`src/rtl/core/sacl_pkg.sv`:
```
// Shared types, geometry constants and helper functions of the cache lookup block.
`default_nettype none
package sacl_pkg;

  // Geometry limits of the storage
  localparam int MAX_WAYS    = 8;
  localparam int MAX_SETS    = 512;
  localparam int ADDR_W      = 32;
  localparam int SET_W       = $clog2(MAX_SETS);
  localparam int WAY_W       = $clog2(MAX_WAYS);
  localparam int RANK_W      = WAY_W;
  localparam int FILL_W      = $clog2(MAX_WAYS + 1);
  localparam int CFG_W       = 4;
  localparam int QUEUE_DEPTH = 2;

  // Configuration as seen by the datapath
  typedef struct packed {
    logic [CFG_W-1:0] offset_bits;
    logic [CFG_W-1:0] set_bits;
    logic [CFG_W-1:0] ways_used;
  } cfg_t;

  // One classified access waiting for the lookup engine
  typedef struct packed {
    logic [SET_W-1:0]  set_idx;
    logic [ADDR_W-1:0] tag;
  } item_t;

  // One set of the line store: tags, recency ranks and fill count
  typedef struct packed {
    logic [MAX_WAYS-1:0][ADDR_W-1:0] tag;
    logic [MAX_WAYS-1:0][RANK_W-1:0] rank;
    logic [FILL_W-1:0]               fill;
  } row_t;

  typedef struct packed {
    logic full;
    logic empty;
  } queue_status_t;

  typedef struct packed {
    logic clearing;
  } back_status_t;

  // Set bits in use, limited to what the store holds
  function automatic logic [CFG_W-1:0] eff_set_bits(input logic [CFG_W-1:0] s);
    logic [CFG_W-1:0] r;
    r = s;
    if (s > CFG_W'(SET_W)) r = CFG_W'(SET_W);
    return r;
  endfunction

  // Associativity in use, clamped to 1..MAX_WAYS
  function automatic logic [FILL_W-1:0] eff_ways(input logic [CFG_W-1:0] w);
    logic [FILL_W-1:0] r;
    r = FILL_W'(w);
    if (w == '0) r = FILL_W'(1);
    if (w > CFG_W'(MAX_WAYS)) r = FILL_W'(MAX_WAYS);
    return r;
  endfunction

endpackage
`default_nettype wire

```
`src/rtl/core/sacl_front.sv`:
```
// Front end: takes access commands and splits each address into set index and tag.
`default_nettype none
module sacl_front (
  input  wire logic                      start,
  input  wire logic [sacl_pkg::ADDR_W-1:0] address,
  input  wire sacl_pkg::cfg_t            cfg,
  input  wire sacl_pkg::queue_status_t   q_status,
  input  wire sacl_pkg::back_status_t    b_status,
  output logic                           busy,
  output logic                           push,
  output sacl_pkg::item_t                item
);
  import sacl_pkg::*;

  logic [CFG_W-1:0]  sb;
  logic [CFG_W:0]    tag_shift;
  logic [ADDR_W-1:0] above_offset;
  logic [SET_W-1:0]  set_mask;

  // hold off while the queue is full or the store is being cleared
  assign busy = q_status.full || b_status.clearing;
  assign push = start && !busy;

  // address split
  always_comb begin
    sb           = eff_set_bits(cfg.set_bits);
    tag_shift    = {1'b0, cfg.offset_bits} + {1'b0, sb};
    above_offset = address >> cfg.offset_bits;
    set_mask     = ~({SET_W{1'b1}} << sb);
    item.set_idx = above_offset[SET_W-1:0] & set_mask;
    item.tag     = address >> tag_shift;
  end

endmodule
`default_nettype wire

```
`config.mk`:
```
export PLATFORM = sky130hd
export DESIGN_NAME = sacl_front
export DESIGN_NICKNAME = d
export VERILOG_FILES = /design/src/rtl/core/sacl_pkg.sv /design/src/rtl/core/sacl_front.sv
export SDC_FILE = /design/constraint.sdc
export NUM_CORES = 1
export LEC_CHECK = 0
export BUFFER_PORTS_ARGS = -buffer_cell sky130_fd_sc_hd__buf_2
export CAP_MARGIN = 10
export CORE_MARGIN = 1
export CORE_UTILIZATION = 50
export DETAILED_ROUTE_END_ITERATION = 7
export PLACE_DENSITY = 0.91
export SYNTH_ARGS = -nofsm -noshare
export SYNTH_HDL_FRONTEND = slang
export SYNTH_SLANG_ARGS = --single-unit
```
`constraint.sdc`:
```
create_clock -name vclk -period 3.2
set_input_delay 0.32 -clock vclk [all_inputs]
set_output_delay 0.32 -clock vclk [all_outputs]
set_load 0.05 [all_outputs]
```
==> flow_results.xml <==
<?xml version="1.0" encoding="UTF-8"?>
<metrics>
  <group name="floorplan">
    <metric name="floorplan.initialDensity" unit="">0.530</metric>
    <metric name="placement_rows" unit="">26</metric>
    <metric name="ios" unit="">91</metric>
    <metric name="floorplan.die.width" unit="microns">76.3</metric>
    <metric name="die_area" unit="sq um">5810</metric>
    <metric name="core-area" unit="sq um">5200</metric>
    <metric name="die_height" unit="microns">76.3</metric>
  </group>
  <group name="sta">
    <metric name="finalMaxSlewViolations" unit="">0</metric>
    <metric name="timing.final.ws_setup" unit="ps">-48.5</metric>
    <metric name="maxClockFrequency" unit="GHz">0.308</metric>
    <metric name="final-hold-violation-count" unit="">0</metric>
    <metric name="timing.final.setup_violations" unit="">6</metric>
    <metric name="crit_share_post_route" unit="">1.02</metric>
    <metric name="post-route-min-period" unit="ps">3250</metric>
    <metric name="slew-limit-headroom" unit="">0.643</metric>
    <metric name="rsz_0062_raised_after_global_routing" unit="">true</metric>
    <metric name="tightest_slew" unit="ps">533</metric>
  </group>
  <group name="logic_synthesis">
    <metric name="netlist_top_cells_area" unit="">mux4_2 (29%), mux2i_1 (11%), nand2_1 (4.8%), nor2_1 (4.1%), a211oi_1 (3.8%)</metric>
    <metric name="yosys.area.top_type_share" unit="">0.286</metric>
    <metric name="syn-num-nets" unit="">373</metric>
    <metric name="syn-instance-count" unit="">320</metric>
    <metric name="postSynthAreaPerCell" unit="sq um">8.61</metric>
    <metric name="syn_area" unit="sq um">2760</metric>
    <metric name="synthDistinctLibCells" unit="">54</metric>
    <metric name="synth-seq-area-share" unit="">0</metric>
    <metric name="most_area_hungry_cell_type_in_the_yosys_netlist" unit="">mux4_2</metric>
    <metric name="synth-warning-count" unit="">0</metric>
  </group>
  <group name="worst_setup_path">
    <metric name="cpPeakStageDelay" unit="ps">560</metric>
    <metric name="timing.critical_path.arrival" unit="ps">2930</metric>
    <metric name="critical_path.startpoint_type" unit="">primary input</metric>
    <metric name="cp_max_fo" unit="">7</metric>
    <metric name="crit_path_end" unit="">item[9]</metric>
    <metric name="critical_path.startpoint" unit="">cfg[6]</metric>
    <metric name="cp_num_buf_inv" unit="">5</metric>
    <metric name="crit_path_top_delay_cell" unit="">fa_2</metric>
    <metric name="crit_chain" unit="">buf_6, o21ai_2, nand2b_1, ha_2, fa_2, buf_6, clkbuf_16, nor2b_1, mux2i_1, buf_4, a21o_1, mux2_4, a21oi_2, buf_6</metric>
    <metric name="cpLargestDelayFamily" unit="">adder cells</metric>
    <metric name="logic_depth_of_the_worst_path_buffers_included" unit="">14</metric>
    <metric name="timing.critical_path.mode_cell" unit="">buf_6</metric>
    <metric name="worst_ep_required_time" unit="ps">2880</metric>
    <metric name="criticalPathCategory" unit="">primary input to primary output</metric>
    <metric name="worstSetupEndpointType" unit="">primary output</metric>
  </group>
  <group name="placement">
    <metric name="gp_congestion" unit="">0.947</metric>
    <metric name="dpl_worst_slack" unit="ps">-69.3</metric>
    <metric name="buffer_ports.inserted" unit="">86</metric>
    <metric name="placedCellCount" unit="">484</metric>
    <metric name="hpwlAfterDp" unit="mm">6.92</metric>
  </group>
  <group name="routing">
    <metric name="viasPerCell" unit="">7.01</metric>
    <metric name="drtAntennaViolNets" unit="">0</metric>
    <metric name="drcViolationCount" unit="">0</metric>
    <metric name="drt-total-wl" unit="mm">10.4</metric>
    <metric name="number_of_violations_reported_at_the_end_of_detailed_routing_iteration_0" unit="">568</metric>
    <metric name="detail_route.wl_per_cell" unit="microns">20.9</metric>
    <metric name="detailroute.via_count" unit="">3470</metric>
    <metric name="detailedRoute.firstPassIterationCount" unit="">8</metric>
  </group>
  <group name="global_route">
    <metric name="first_pass_grt_wire_length" unit="mm">14.7</metric>
    <metric name="grt_util_all_layers" unit="">0.307</metric>
    <metric name="grt_start_max_net_pins" unit="">28</metric>
    <metric name="first_global_vias" unit="">2854</metric>
    <metric name="grt_antenna_before_repair" unit="">0</metric>
    <metric name="grt-ovfl-total" unit="">0</metric>
  </group>
  <group name="power">
    <metric name="pwr_density_cell" unit="nW/um^2">474</metric>
    <metric name="power.ir.vdd_worst" unit="uV">385</metric>
    <metric name="post-layout-total-power" unit="mW">1.89</metric>
    <metric name="leakage" unit="nW">1.75</metric>
  </group>
  <group name="job">
    <metric name="cap_violations" unit="">0</metric>
  </group>
  <group name="worst_hold_path">
    <metric name="hold_class" unit="">primary input to primary output</metric>
  </group>
  <group name="outcome">
    <metric name="outcome" unit="">complete, but fails checks</metric>
    <metric name="failed_checks" unit="">negative setup slack</metric>
  </group>
  <group name="cells_and_area">
    <metric name="seq_cell_count" unit="">0</metric>
    <metric name="layout_common_cells" unit="">buf_2 (62), buf_4 (53), mux4_2 (36)</metric>
    <metric name="antenna_cells" unit="">0</metric>
    <metric name="stdcell_count" unit="">495</metric>
    <metric name="register_area" unit="sq um">0</metric>
    <metric name="layout_commonest_cell" unit="">buf_2</metric>
    <metric name="fillers" unit="">313</metric>
    <metric name="nets_finish" unit="">480</metric>
    <metric name="area_delta_synth_final" unit="%">44.4</metric>
    <metric name="layout-drive-gt1-share" unit="">0.574</metric>
    <metric name="n_clock_buffer" unit="">0</metric>
  </group>
</metrics>
==> power breakdown <==
group | total, mW | switching [mW] | leakage (nW) | internal (mW)
clock | 0 | 0 | 0 | 0
combinational | 1.89 | 1.12 | 1.75 | 0.766
sequential | 0 | 0 | 0 | 0
==> layer usage <==
| metal | routed length, microns | track usage | vias up |
|---|---|---|---|
| li1 | - | - | 1477 |
| met1 | 3820 | 0.423 | 1619 |
| met2 | 4980 | 0.530 | 313 |
| met3 | 1060 | 0.0180 | 61 |
| met4 | 503 | 0.0673 | 0 |
| met5 | 0 | 0 | - |
==> tightest hold or removal path, delay by kind of cell <==
family	cells	cell delay, ps
buffers and inverters	3	340
and+or+nand+nor	1	30
==> final cells by class <==
type / instances / area [sq um] / share of cell area
inverters: 8 / 30.0 / 0.00754
multi-input cells: 277 / 2800 / 0.704
well taps: 70 / 87.6 / 0.0220
repair buffers: 140 / 1060 / 0.266
==> logic make-up (layout without fill, tap and decap cells) <==
| logic type | Yosys count | after routing | share of synthesized area |
|---|---|---|---|
| AOI/OAI and AO/OA | 86 | 86 | 0.218 |
| xor gates and xnor gates | 2 | 2 | 0.00908 |
| adders and majority gates | 5 | 5 | 0.0254 |
| buffers and inverters | 43 | 148 | 0.0871 |
| muxes | 85 | 85 | 0.498 |
| and+or+nand+nor | 99 | 99 | 0.163 |
==> metrics by stage <==
stage               utilization  area [sq um]  setup TNS [ps]  hold slack (ps)
global route              0.765          3980           -1310             1030
finish                    0.765          3980            -138             1010
CTS                       0.692          3600               0             1010
detailed placement        0.682          3550            -162             1010
global placement          0.682          3550           -55.1              998
floorplan                     -          2880           -1070              855
==> how the worst min path moves through the flow <==
stage                     startpoint  endpoint  slack (ps)  depth (start not counted)
after CTS                      start      push        1010                          4
after detailed placement       start      push        1010                          4
after global routing           start      push        1030                          4
final                          start      push        1010                          4
after floorplan                start      push         860                          2
after global placement         start      push        1000                          4
==> synth_stat cells (all sizes together), types with 3 or more instances <==
cell and instances:
mux4 39, nand2 36, mux2i 31, nor2 30
a21oi 21, buf 20, clkbuf 15, mux2 15
a211oi 14, nand3 12, o21ai 12, and3 7
inv 7, o211ai 7, o31ai 5, a2111oi 4
a21o 4, ha 4, nor2b 4, a221oi 3
a22oi 3, o21a 3
==> repair_timing <==
item | in CTS | in global routing
gates resized for setup | 7 | 91
gates cloned | 1 | 2
pin swaps | 0 | 20
endpoints found under the setup margin | 5 | 25
setup buffers | 0 | 8
hold buffers | 0 | 0
Note: power is estimated with default switching activity, not from simulation.
