`config.mk`:
```
export PLATFORM = sky130hd
export DESIGN_NAME = sacl_queue
export DESIGN_NICKNAME = d
export VERILOG_FILES = /design/src/rtl/core/sacl_pkg.sv /design/src/rtl/core/sacl_queue.sv
export SDC_FILE = /design/constraint.sdc
export NUM_CORES = 1
export LEC_CHECK = 0
export ABC_AREA = 1
export BUFFER_PORTS_ARGS = -buffer_cell sky130_fd_sc_hd__clkbuf_2
export CAP_MARGIN = 20
export CELL_PAD_IN_SITES_DETAIL_PLACEMENT = 1
export CELL_PAD_IN_SITES_GLOBAL_PLACEMENT = 1
export CORE_MARGIN = 3
export CORE_UTILIZATION = 47
export DETAILED_ROUTE_END_ITERATION = 16
export PLACE_DENSITY = 0.82
export SYNTH_ARGS = -nofsm -noshare
export SYNTH_HDL_FRONTEND = slang
export SYNTH_SLANG_ARGS = --single-unit
```
`constraint.sdc`:
```
create_clock -name clk -period 4.35 [get_ports clk]
set_input_delay 0.2175 -clock clk [delete_from_list [all_inputs] [get_ports clk]]
set_output_delay 0.2175 -clock clk [all_outputs]
set_load 0.01 [all_outputs]
```
`src/rtl/core/sacl_pkg.sv`:
```
// Shared types, geometry constants and helper functions of the cache lookup block.
`default_nettype none
package sacl_pkg;

  // Geometry limits of the storage
  localparam int MAX_WAYS    = 8;
  localparam int MAX_SETS    = 512;
  localparam int ADDR_W      = 32;
  localparam int SET_W       = $clog2(MAX_SETS);
  localparam int WAY_W       = $clog2(MAX_WAYS);
  localparam int RANK_W      = WAY_W;
  localparam int FILL_W      = $clog2(MAX_WAYS + 1);
  localparam int CFG_W       = 4;
  localparam int QUEUE_DEPTH = 2;

  // Configuration as seen by the datapath
  typedef struct packed {
    logic [CFG_W-1:0] offset_bits;
    logic [CFG_W-1:0] set_bits;
    logic [CFG_W-1:0] ways_used;
  } cfg_t;

  // One classified access waiting for the lookup engine
  typedef struct packed {
    logic [SET_W-1:0]  set_idx;
    logic [ADDR_W-1:0] tag;
  } item_t;

  // One set of the line store: tags, recency ranks and fill count
  typedef struct packed {
    logic [MAX_WAYS-1:0][ADDR_W-1:0] tag;
    logic [MAX_WAYS-1:0][RANK_W-1:0] rank;
    logic [FILL_W-1:0]               fill;
  } row_t;

  typedef struct packed {
    logic full;
    logic empty;
  } queue_status_t;

  typedef struct packed {
    logic clearing;
  } back_status_t;

  // Set bits in use, limited to what the store holds
  function automatic logic [CFG_W-1:0] eff_set_bits(input logic [CFG_W-1:0] s);
    logic [CFG_W-1:0] r;
    r = s;
    if (s > CFG_W'(SET_W)) r = CFG_W'(SET_W);
    return r;
  endfunction

  // Associativity in use, clamped to 1..MAX_WAYS
  function automatic logic [FILL_W-1:0] eff_ways(input logic [CFG_W-1:0] w);
    logic [FILL_W-1:0] r;
    r = FILL_W'(w);
    if (w == '0) r = FILL_W'(1);
    if (w > CFG_W'(MAX_WAYS)) r = FILL_W'(MAX_WAYS);
    return r;
  endfunction

endpackage
`default_nettype wire

```
`src/rtl/core/sacl_queue.sv`:
```
// Short queue of classified accesses between the front end and the lookup engine.
`default_nettype none
module sacl_queue (
  input  wire logic                    clk,
  input  wire logic                    rst,
  input  wire logic                    push,
  input  wire sacl_pkg::item_t         push_item,
  input  wire logic                    pop,
  output sacl_pkg::item_t              head_item,
  output sacl_pkg::queue_status_t      status
);
  import sacl_pkg::*;

  localparam int PTR_W = $clog2(QUEUE_DEPTH);
  localparam int CNT_W = $clog2(QUEUE_DEPTH + 1);

  item_t             entries [QUEUE_DEPTH];
  logic [PTR_W-1:0]  wr_ptr;
  logic [PTR_W-1:0]  rd_ptr;
  logic [CNT_W-1:0]  count;

  // storage, no reset needed
  always_ff @(posedge clk) begin
    if (push) entries[wr_ptr] <= push_item;
  end

  // pointers and occupancy
  always_ff @(posedge clk) begin
    if (rst) begin
      wr_ptr <= '0;
      rd_ptr <= '0;
      count  <= '0;
    end else begin
      if (push) begin
        if (wr_ptr == PTR_W'(QUEUE_DEPTH - 1)) wr_ptr <= '0;
        else wr_ptr <= wr_ptr + 1'b1;
      end
      if (pop) begin
        if (rd_ptr == PTR_W'(QUEUE_DEPTH - 1)) rd_ptr <= '0;
        else rd_ptr <= rd_ptr + 1'b1;
      end
      if (push && !pop) count <= count + 1'b1;
      else if (pop && !push) count <= count - 1'b1;
    end
  end

  assign head_item    = entries[rd_ptr];
  assign status.full  = (count == CNT_W'(QUEUE_DEPTH));
  assign status.empty = (count == '0);

endmodule
`default_nettype wire

```
==> impl_metrics.yaml, run 1 <==
logic_synthesis:
  ys_top_cells_by_count: "edfxtp_1, mux2_4, inv_1"
  ys_warn_count: 0
  synth.mux.area_fraction_pct: 18.0
  ys_ff_latch: 87
  synthArstFlopShare_pct: 0
  synth_top_cell_by_area: "edfxtp_1"
  synth_top_family_by_area: "multiplexers"
  synth_compound_area_share_pct: 0.295
  netlist_area_mm2: 0.00339
  synth.most_common_cell: "edfxtp_1"
  synth.distinct_cells: 16
  synth_top_area_share_pct: 72.6
  synth_adder_area_share_pct: 0.369
  synth_edf_count: 82
  avgSynthCellArea_um2: 21.1
  ys.flop_type: "edfxtp_1"
  synth-xor-area-share_pct: 0.258
  synthTopCellsByArea: "edfxtp_1, mux2_4, dfxtp_1"
  syn_inst: 161
  synthSimpleGateAreaFrac_pct: 1.81
  synth-seq-area-share_pct: 75.5
  synth_nets: 207
route:
  routed_wl_mm: 5.91
  first_iter_violations: 74
  viasPerCell: 4.79
  via_count: 1704
  firstDrtPassIters: 5
  drcViolationCount: 0
  post_drt_wl_per_cell_um: 16.6
  drt.antenna.violating_nets: 0
sta:
  min_period_over_period_pct: 52.8
  hold_viol_final: 0
  slew_headroom_pct: 39.3
  clock.fmax_ghz: 0.435
  slew_viol_final: 0
  tns_ps: 0
  fin_skew_ps: 9.86
  setup_viol: 0
  min_period_ps: 2300
  worst_pin_slew_ps: 909
  rsz0062_at_grt: "no"
global_routing:
  track_usage_pct: 14.8
  grt_overflow: 0
  grt_pass1_wl_mm: 9.30
  antenna_found_initial: 0
  grt_max_degree: 43
  grt_pass1_vias: 1863
floorplan:
  core_area_mm2: 0.00691
  rows: 30
  die_area_mm2: 0.00827
  floorplan.initialDensity_pct: 49.1
  io_pins: 88
  fp.dieW_um: 91.0
  die_y_um: 91.0
placement:
  port-buffer-count: 87
  dp_hpwl_mm: 4.18
  gp_congestion: 0.658
finish:
  fillers: 666
  final_util_pct: 59.3
  multi_input_area_um2: 712
  nets: 302
  diodes: 0
  layout.area.seq_mm2: 0.00256
  area_growth_pct: 20.7
  drive_gt1_share_pct: 56.2
hold_path:
  min_path_type: "primary input to flop"
critical_path:
  required_ps: 4130
  critical_path_class: "flop to primary output"
  worst_setup_path_end_kind: "primary output"
  critical_path.startpoint_type: "flop"
  worstPathMaxFanout: 22
  arrival_ps: 2080
pwr:
  power_leakage_nw: 1.68
  powerDensity_mw_per_mm2: 435
  peakVddDrop_uv: 245
  p_total_mw: 1.78
clock_tree:
  htreeDepth: 3
  ctsResizeCount: 0
  cts_hold_buf: 0
  cts_tree: "built"
  cts_num_sinks: 87
  cts_buffer_depth: 2
  clk_latency_ps: 340
  cts_setup_buffers: 0
  cts.root.buffer_cell: "clkbuf_8"
  numCtsBuffers: 9
  path_clk_slew_ps: 90
flow_run:
  cap_violations: 0
run_status:
  status: "finished, final reports clean"
where the power goes:
part / total [mW] / switching, mW / internal (mW) / leakage [nW]
Combinational: 0.214 / 0.101 / 0.113 / 0.765
Sequential: 0.989 / 0.0228 / 0.966 / 0.812
Clock: 0.576 / 0.259 / 0.317 / 0.104
Total: 1.78 / 0.383 / 1.40 / 1.68
per-stage QoR:
step | hold WS (ps) | cells | area (µm²) | worst slack [ps]
final | 65.2 | 356 | 4090 | 2050
after global routing | 42.9 | 356 | 4090 | 1910
after CTS | 46.8 | 356 | 4090 | 1990
after detailed placement | 412 | 341 | 3890 | 2370
after global placement | 408 | 340 | 3870 | 2360
after floorplan | 290 | 161 | 3390 | 1860
critical path: stages, from the launching register on:
cell and delay (ps):
dfxtp_2 740, buf_4 480, mux2_2 380, clkbuf_2 130
cells by family after synthesis:
| kind of cell | count (synthesis) |
|---|---|
| xor gates and xnor gates | 1 |
| adders and majority gates | 1 |
| DFF | 87 |
| muxes | 41 |
| buffers and inverters | 14 |
| and+or+nand+nor | 15 |
| AOI/OAI and AO/OA | 2 |
worst paths after layout:
| kind | cells after the start | slack (ps) | startpoint | end |
|---|---|---|---|---|
| worst max-delay path | 3 | 2050 | flop | head_item[24] |
| worst min-delay path | 1 | 70 | push_item[32] | entries[1][32] |
| worst max register to register | 2 | 2830 | wr_ptr | entries[1][37] |
| worst min register to register | 2 | 530 | rd_ptr | flop |
sequential cells by signal, indices dropped and copies added, names as in the netlist, named ones only:
| signal | count |
|---|---|
| count | 2 |
| rd_ptr | 1 |
| wr_ptr | 1 |
| entries | 82 |
final cells by class:
cell class                 instances  share of cell area (%)
inverter                           9                   0.825
clock buffer                      10                    3.12
multi-input combinational         60                    17.4
clock inverter                     5                    1.80
sequential                        87                    62.6
tap                               96                    2.93
timing repair buffer              89                    11.3
metal layers:
layer | GRT usage (%) | up-vias | routed length, µm
li1 | - | 797 | -
met4 | 6.78 | 0 | 87
met2 | 26.0 | 53 | 3180
met3 | 3.56 | 8 | 284
met5 | 0 | - | 0
met1 | 17.1 | 846 | 2350
cell usage in the layout (no fill, tap or decap):
| cell type | count |
|---|---|
| o21ai_0 | 1 |
| xnor2_1 | 1 |
| a21oi_1 | 1 |
| nand3_1 | 1 |
| inv_1 | 8 |
| buf_4 | 1 |
| mux2_2 | 1 |
| nor2_1 | 6 |
| nand4_1 | 1 |
| dfxtp_1 | 4 |
| nor2_4 | 1 |
| clkinv_1 | 1 |
| clkbuf_8 | 9 |
| clkbuf_2 | 87 |
| edfxtp_1 | 82 |
| buf_12 | 1 |
| inv_2 | 1 |
| nor3_1 | 1 |
| bufinv_16 | 2 |
| ha_1 | 1 |
| mux2_4 | 40 |
| dfxtp_2 | 1 |
| clkbuf_1 | 1 |
| clkinv_2 | 2 |
| nand2_1 | 5 |
Power figures use the tool's default switching activity.
==> run 2: changes to the inputs <==
--- a/config.mk
+++ b/config.mk
@@ -5,15 +5,15 @@
 export SDC_FILE = /design/constraint.sdc
 export NUM_CORES = 1
 export LEC_CHECK = 0
-export ABC_AREA = 1
+export ABC_AREA = 0
 export BUFFER_PORTS_ARGS = -buffer_cell sky130_fd_sc_hd__clkbuf_2
 export CAP_MARGIN = 20
 export CELL_PAD_IN_SITES_DETAIL_PLACEMENT = 1
 export CELL_PAD_IN_SITES_GLOBAL_PLACEMENT = 1
 export CORE_MARGIN = 3
-export CORE_UTILIZATION = 47
+export CORE_UTILIZATION = 43
 export DETAILED_ROUTE_END_ITERATION = 16
-export PLACE_DENSITY = 0.82
+export PLACE_DENSITY = 0.77
 export SYNTH_ARGS = -nofsm -noshare
 export SYNTH_HDL_FRONTEND = slang
 export SYNTH_SLANG_ARGS = --single-unit
==> constraint.sdc (replaced) <==
create_clock -name clk -period 2.26 [get_ports clk]
set_input_delay 0.113 -clock clk [delete_from_list [all_inputs] [get_ports clk]]
set_output_delay 0.113 -clock clk [all_outputs]
set_load 0.01 [all_outputs]
==> impl_metrics.yaml, run 2 <==
critical_path:
  required_ps: 2150
  slowest_stage: "dfxtp_2"
  cp_top_family: "flip-flops"
  crit_chain: "buf_12 -> mux2_2 -> clkbuf_2"
  path_buf_inv: 2
  worstPathMaxFanout: 25
  critical_path_class: "flop to primary output"
  arrival_ps: 1680
  worst_setup_path_end_kind: "primary output"
  critical_path.startpoint_type: "flop"
  max_stage_delay_ps: 600
logic_synthesis:
  synth_edf_count: 82
  synth.distinct_cells: 16
  synth-seq-area-share_pct: 81.2
  avgSynthCellArea_um2: 21.0
  netlist_area_mm2: 0.00316
  synth_nets: 196
  ys_ff_latch: 87
  synth_top_cell_by_area: "edfxtp_1"
  synth_top_area_share_pct: 78.0
  ys_warn_count: 0
  synth.most_common_cell: "edfxtp_1"
  syn_inst: 150
  synthTopCellsByArea: "edfxtp_1, mux2_2, dfxtp_1"
  ys_top_cells_by_count: "edfxtp_1, mux2_2, buf_2, dfxtp_1, nor2_1"
  ys.flop_type: "edfxtp_1"
  synthArstFlopShare_pct: 0
sta:
  worst_pin_slew_ps: 564
  slew_headroom_pct: 62.4
  min_period_ps: 1800
  setup_viol: 0
  hold_viol_final: 0
  fin_skew_ps: 8.10
  setup_ws_ps: 464
  slew_viol_final: 0
  min_period_over_period_pct: 79.5
  rsz0062_at_grt: "no"
  clock.fmax_ghz: 0.557
  tns_ps: 0
route:
  viasPerCell: 4.65
  firstDrtPassIters: 3
  first_iter_violations: 87
  via_count: 1815
  post_drt_wl_per_cell_um: 17.0
  drcViolationCount: 0
  routed_wl_mm: 6.61
  drt.antenna.violating_nets: 0
pwr:
  peakVddDrop_uv: 362
  p_total_mw: 3.61
  power_leakage_nw: 1.70
  powerDensity_mw_per_mm2: 820
finish:
  drive_gt1_share_pct: 50.0
  largest_reg_flops: 82
  layout_commonest_cell: "clkbuf_2"
  final_util_pct: 63.5
  layout_common_cells: "clkbuf_2, edfxtp_1, dlygate4sd3_1"
  area_growth_pct: 39.7
  largest_registers: "entries x82, count x2"
  fin_cells: 390
  diodes: 0
  regMostFlops: "entries"
  nets: 335
clock_tree:
  clk_latency_ps: 330
  ctsResizeCount: 0
  htreeDepth: 3
  cts.root.buffer_cell: "clkbuf_8"
  cts_buffer_depth: 2
  cts_setup_buffers: 0
  path_clk_slew_ps: 80
  cts_num_sinks: 87
  cts_tree: "built"
  cts_hold_buf: 42
  numCtsBuffers: 9
run_status:
  status: "finished, final reports clean"
placement:
  place_ws_ps: 804
  port-buffer-count: 87
  gp_congestion: 0.728
  dp_cells: 332
  dp_hpwl_mm: 4.01
global_routing:
  grt_pass1_wl_mm: 10.5
  antenna_found_initial: 0
  grt_pass1_vias: 2064
  track_usage_pct: 16.6
  grt_overflow: 0
  grt_max_degree: 42
floorplan:
  core_area_mm2: 0.00694
  rows: 30
  floorplan.initialDensity_pct: 45.5
  io_pins: 88
  die_area_mm2: 0.00841
  fp.dieW_um: 91.7
  die_y_um: 91.7
flow_run:
  cap_violations: 0
hold_path:
  min_path_type: "primary input to flop"
[run 2: cell types whose count changed in the layout (fill, tap and decap cells not counted), moves of 2 or more]
cell / previous run / this run
clkinvlp_4: 0 / 2
mux2_2: 1 / 38
clkinv_2: 2 / 0
xor2_1: 0 / 2
nand2_1: 5 / 0
mux2_1: 0 / 3
dlygate4sd3_1: 0 / 42
mux2_4: 40 / 0
inv_1: 8 / 1
[run 2: routing by layer]
layer / vias to the layer above / wire, µm / GRT usage, %
met2: 45 / 3840 / 31.5
met3: 4 / 267 / 3.69
met5: - / 0 / 0
met4: 0 / 62 / 6.28
met1: 910 / 2440 / 17.8
li1: 856 / - / -
[run 2: final timing paths]
kind | start | to | slack (ps) | depth (start not counted)
worst max-delay path | flop | head_item[34] | 460 | 3
worst min-delay path | pop | rd_ptr | 70 | 3
worst max register to register | wr_ptr | entries[1][38] | 920 | 2
worst min register to register | rd_ptr | rd_ptr | 530 | 2
[run 2: worst register-to-register path, delay by kind of cell (launching register included)]
family                 cells  cell delay (ps)
flip-flops                 1              400
AND/OR/NAND/NOR            1              340
buffers and inverters      1              300
[run 2: final cells by class]
type | instances | area (µm²)
fillers | 641 | 2530
inverters | 1 | 3.75
clock inverters | 6 | 109
repair buffers | 133 | 911
multi-input cells | 57 | 574
clock buffers | 10 | 128
flip-flops and latches | 87 | 2560
well taps | 96 | 120
[run 2: metrics by stage]
stage                     hold slack, ps  area, µm²
after floorplan                      182       3160
after global placement               303       3750
after detailed placement             306       3750
after CTS                           52.9       4410
after global routing                80.8       4410
final                               69.6       4410
[run 2: power breakdown]
group / internal [mW] / switching (mW)
logic: 0.239 / 0.219
clock network: 0.731 / 0.509
registers: 1.87 / 0.0421
[run 2: cell families (layout without fill, tap and decap cells)]
family / count (synthesis) / in the layout / synth area share, %
DFF: 87 / 87 / 81.2
muxes: 41 / 41 / 14.6
buffers and inverters: 6 / 150 / 0.911
AOI/OAI and AO/OA: 2 / 2 / 0.317
xor gates and xnor gates: 4 / 4 / 1.11
and+or+nand+nor: 9 / 9 / 1.47
adders and majority gates: 1 / 1 / 0.396
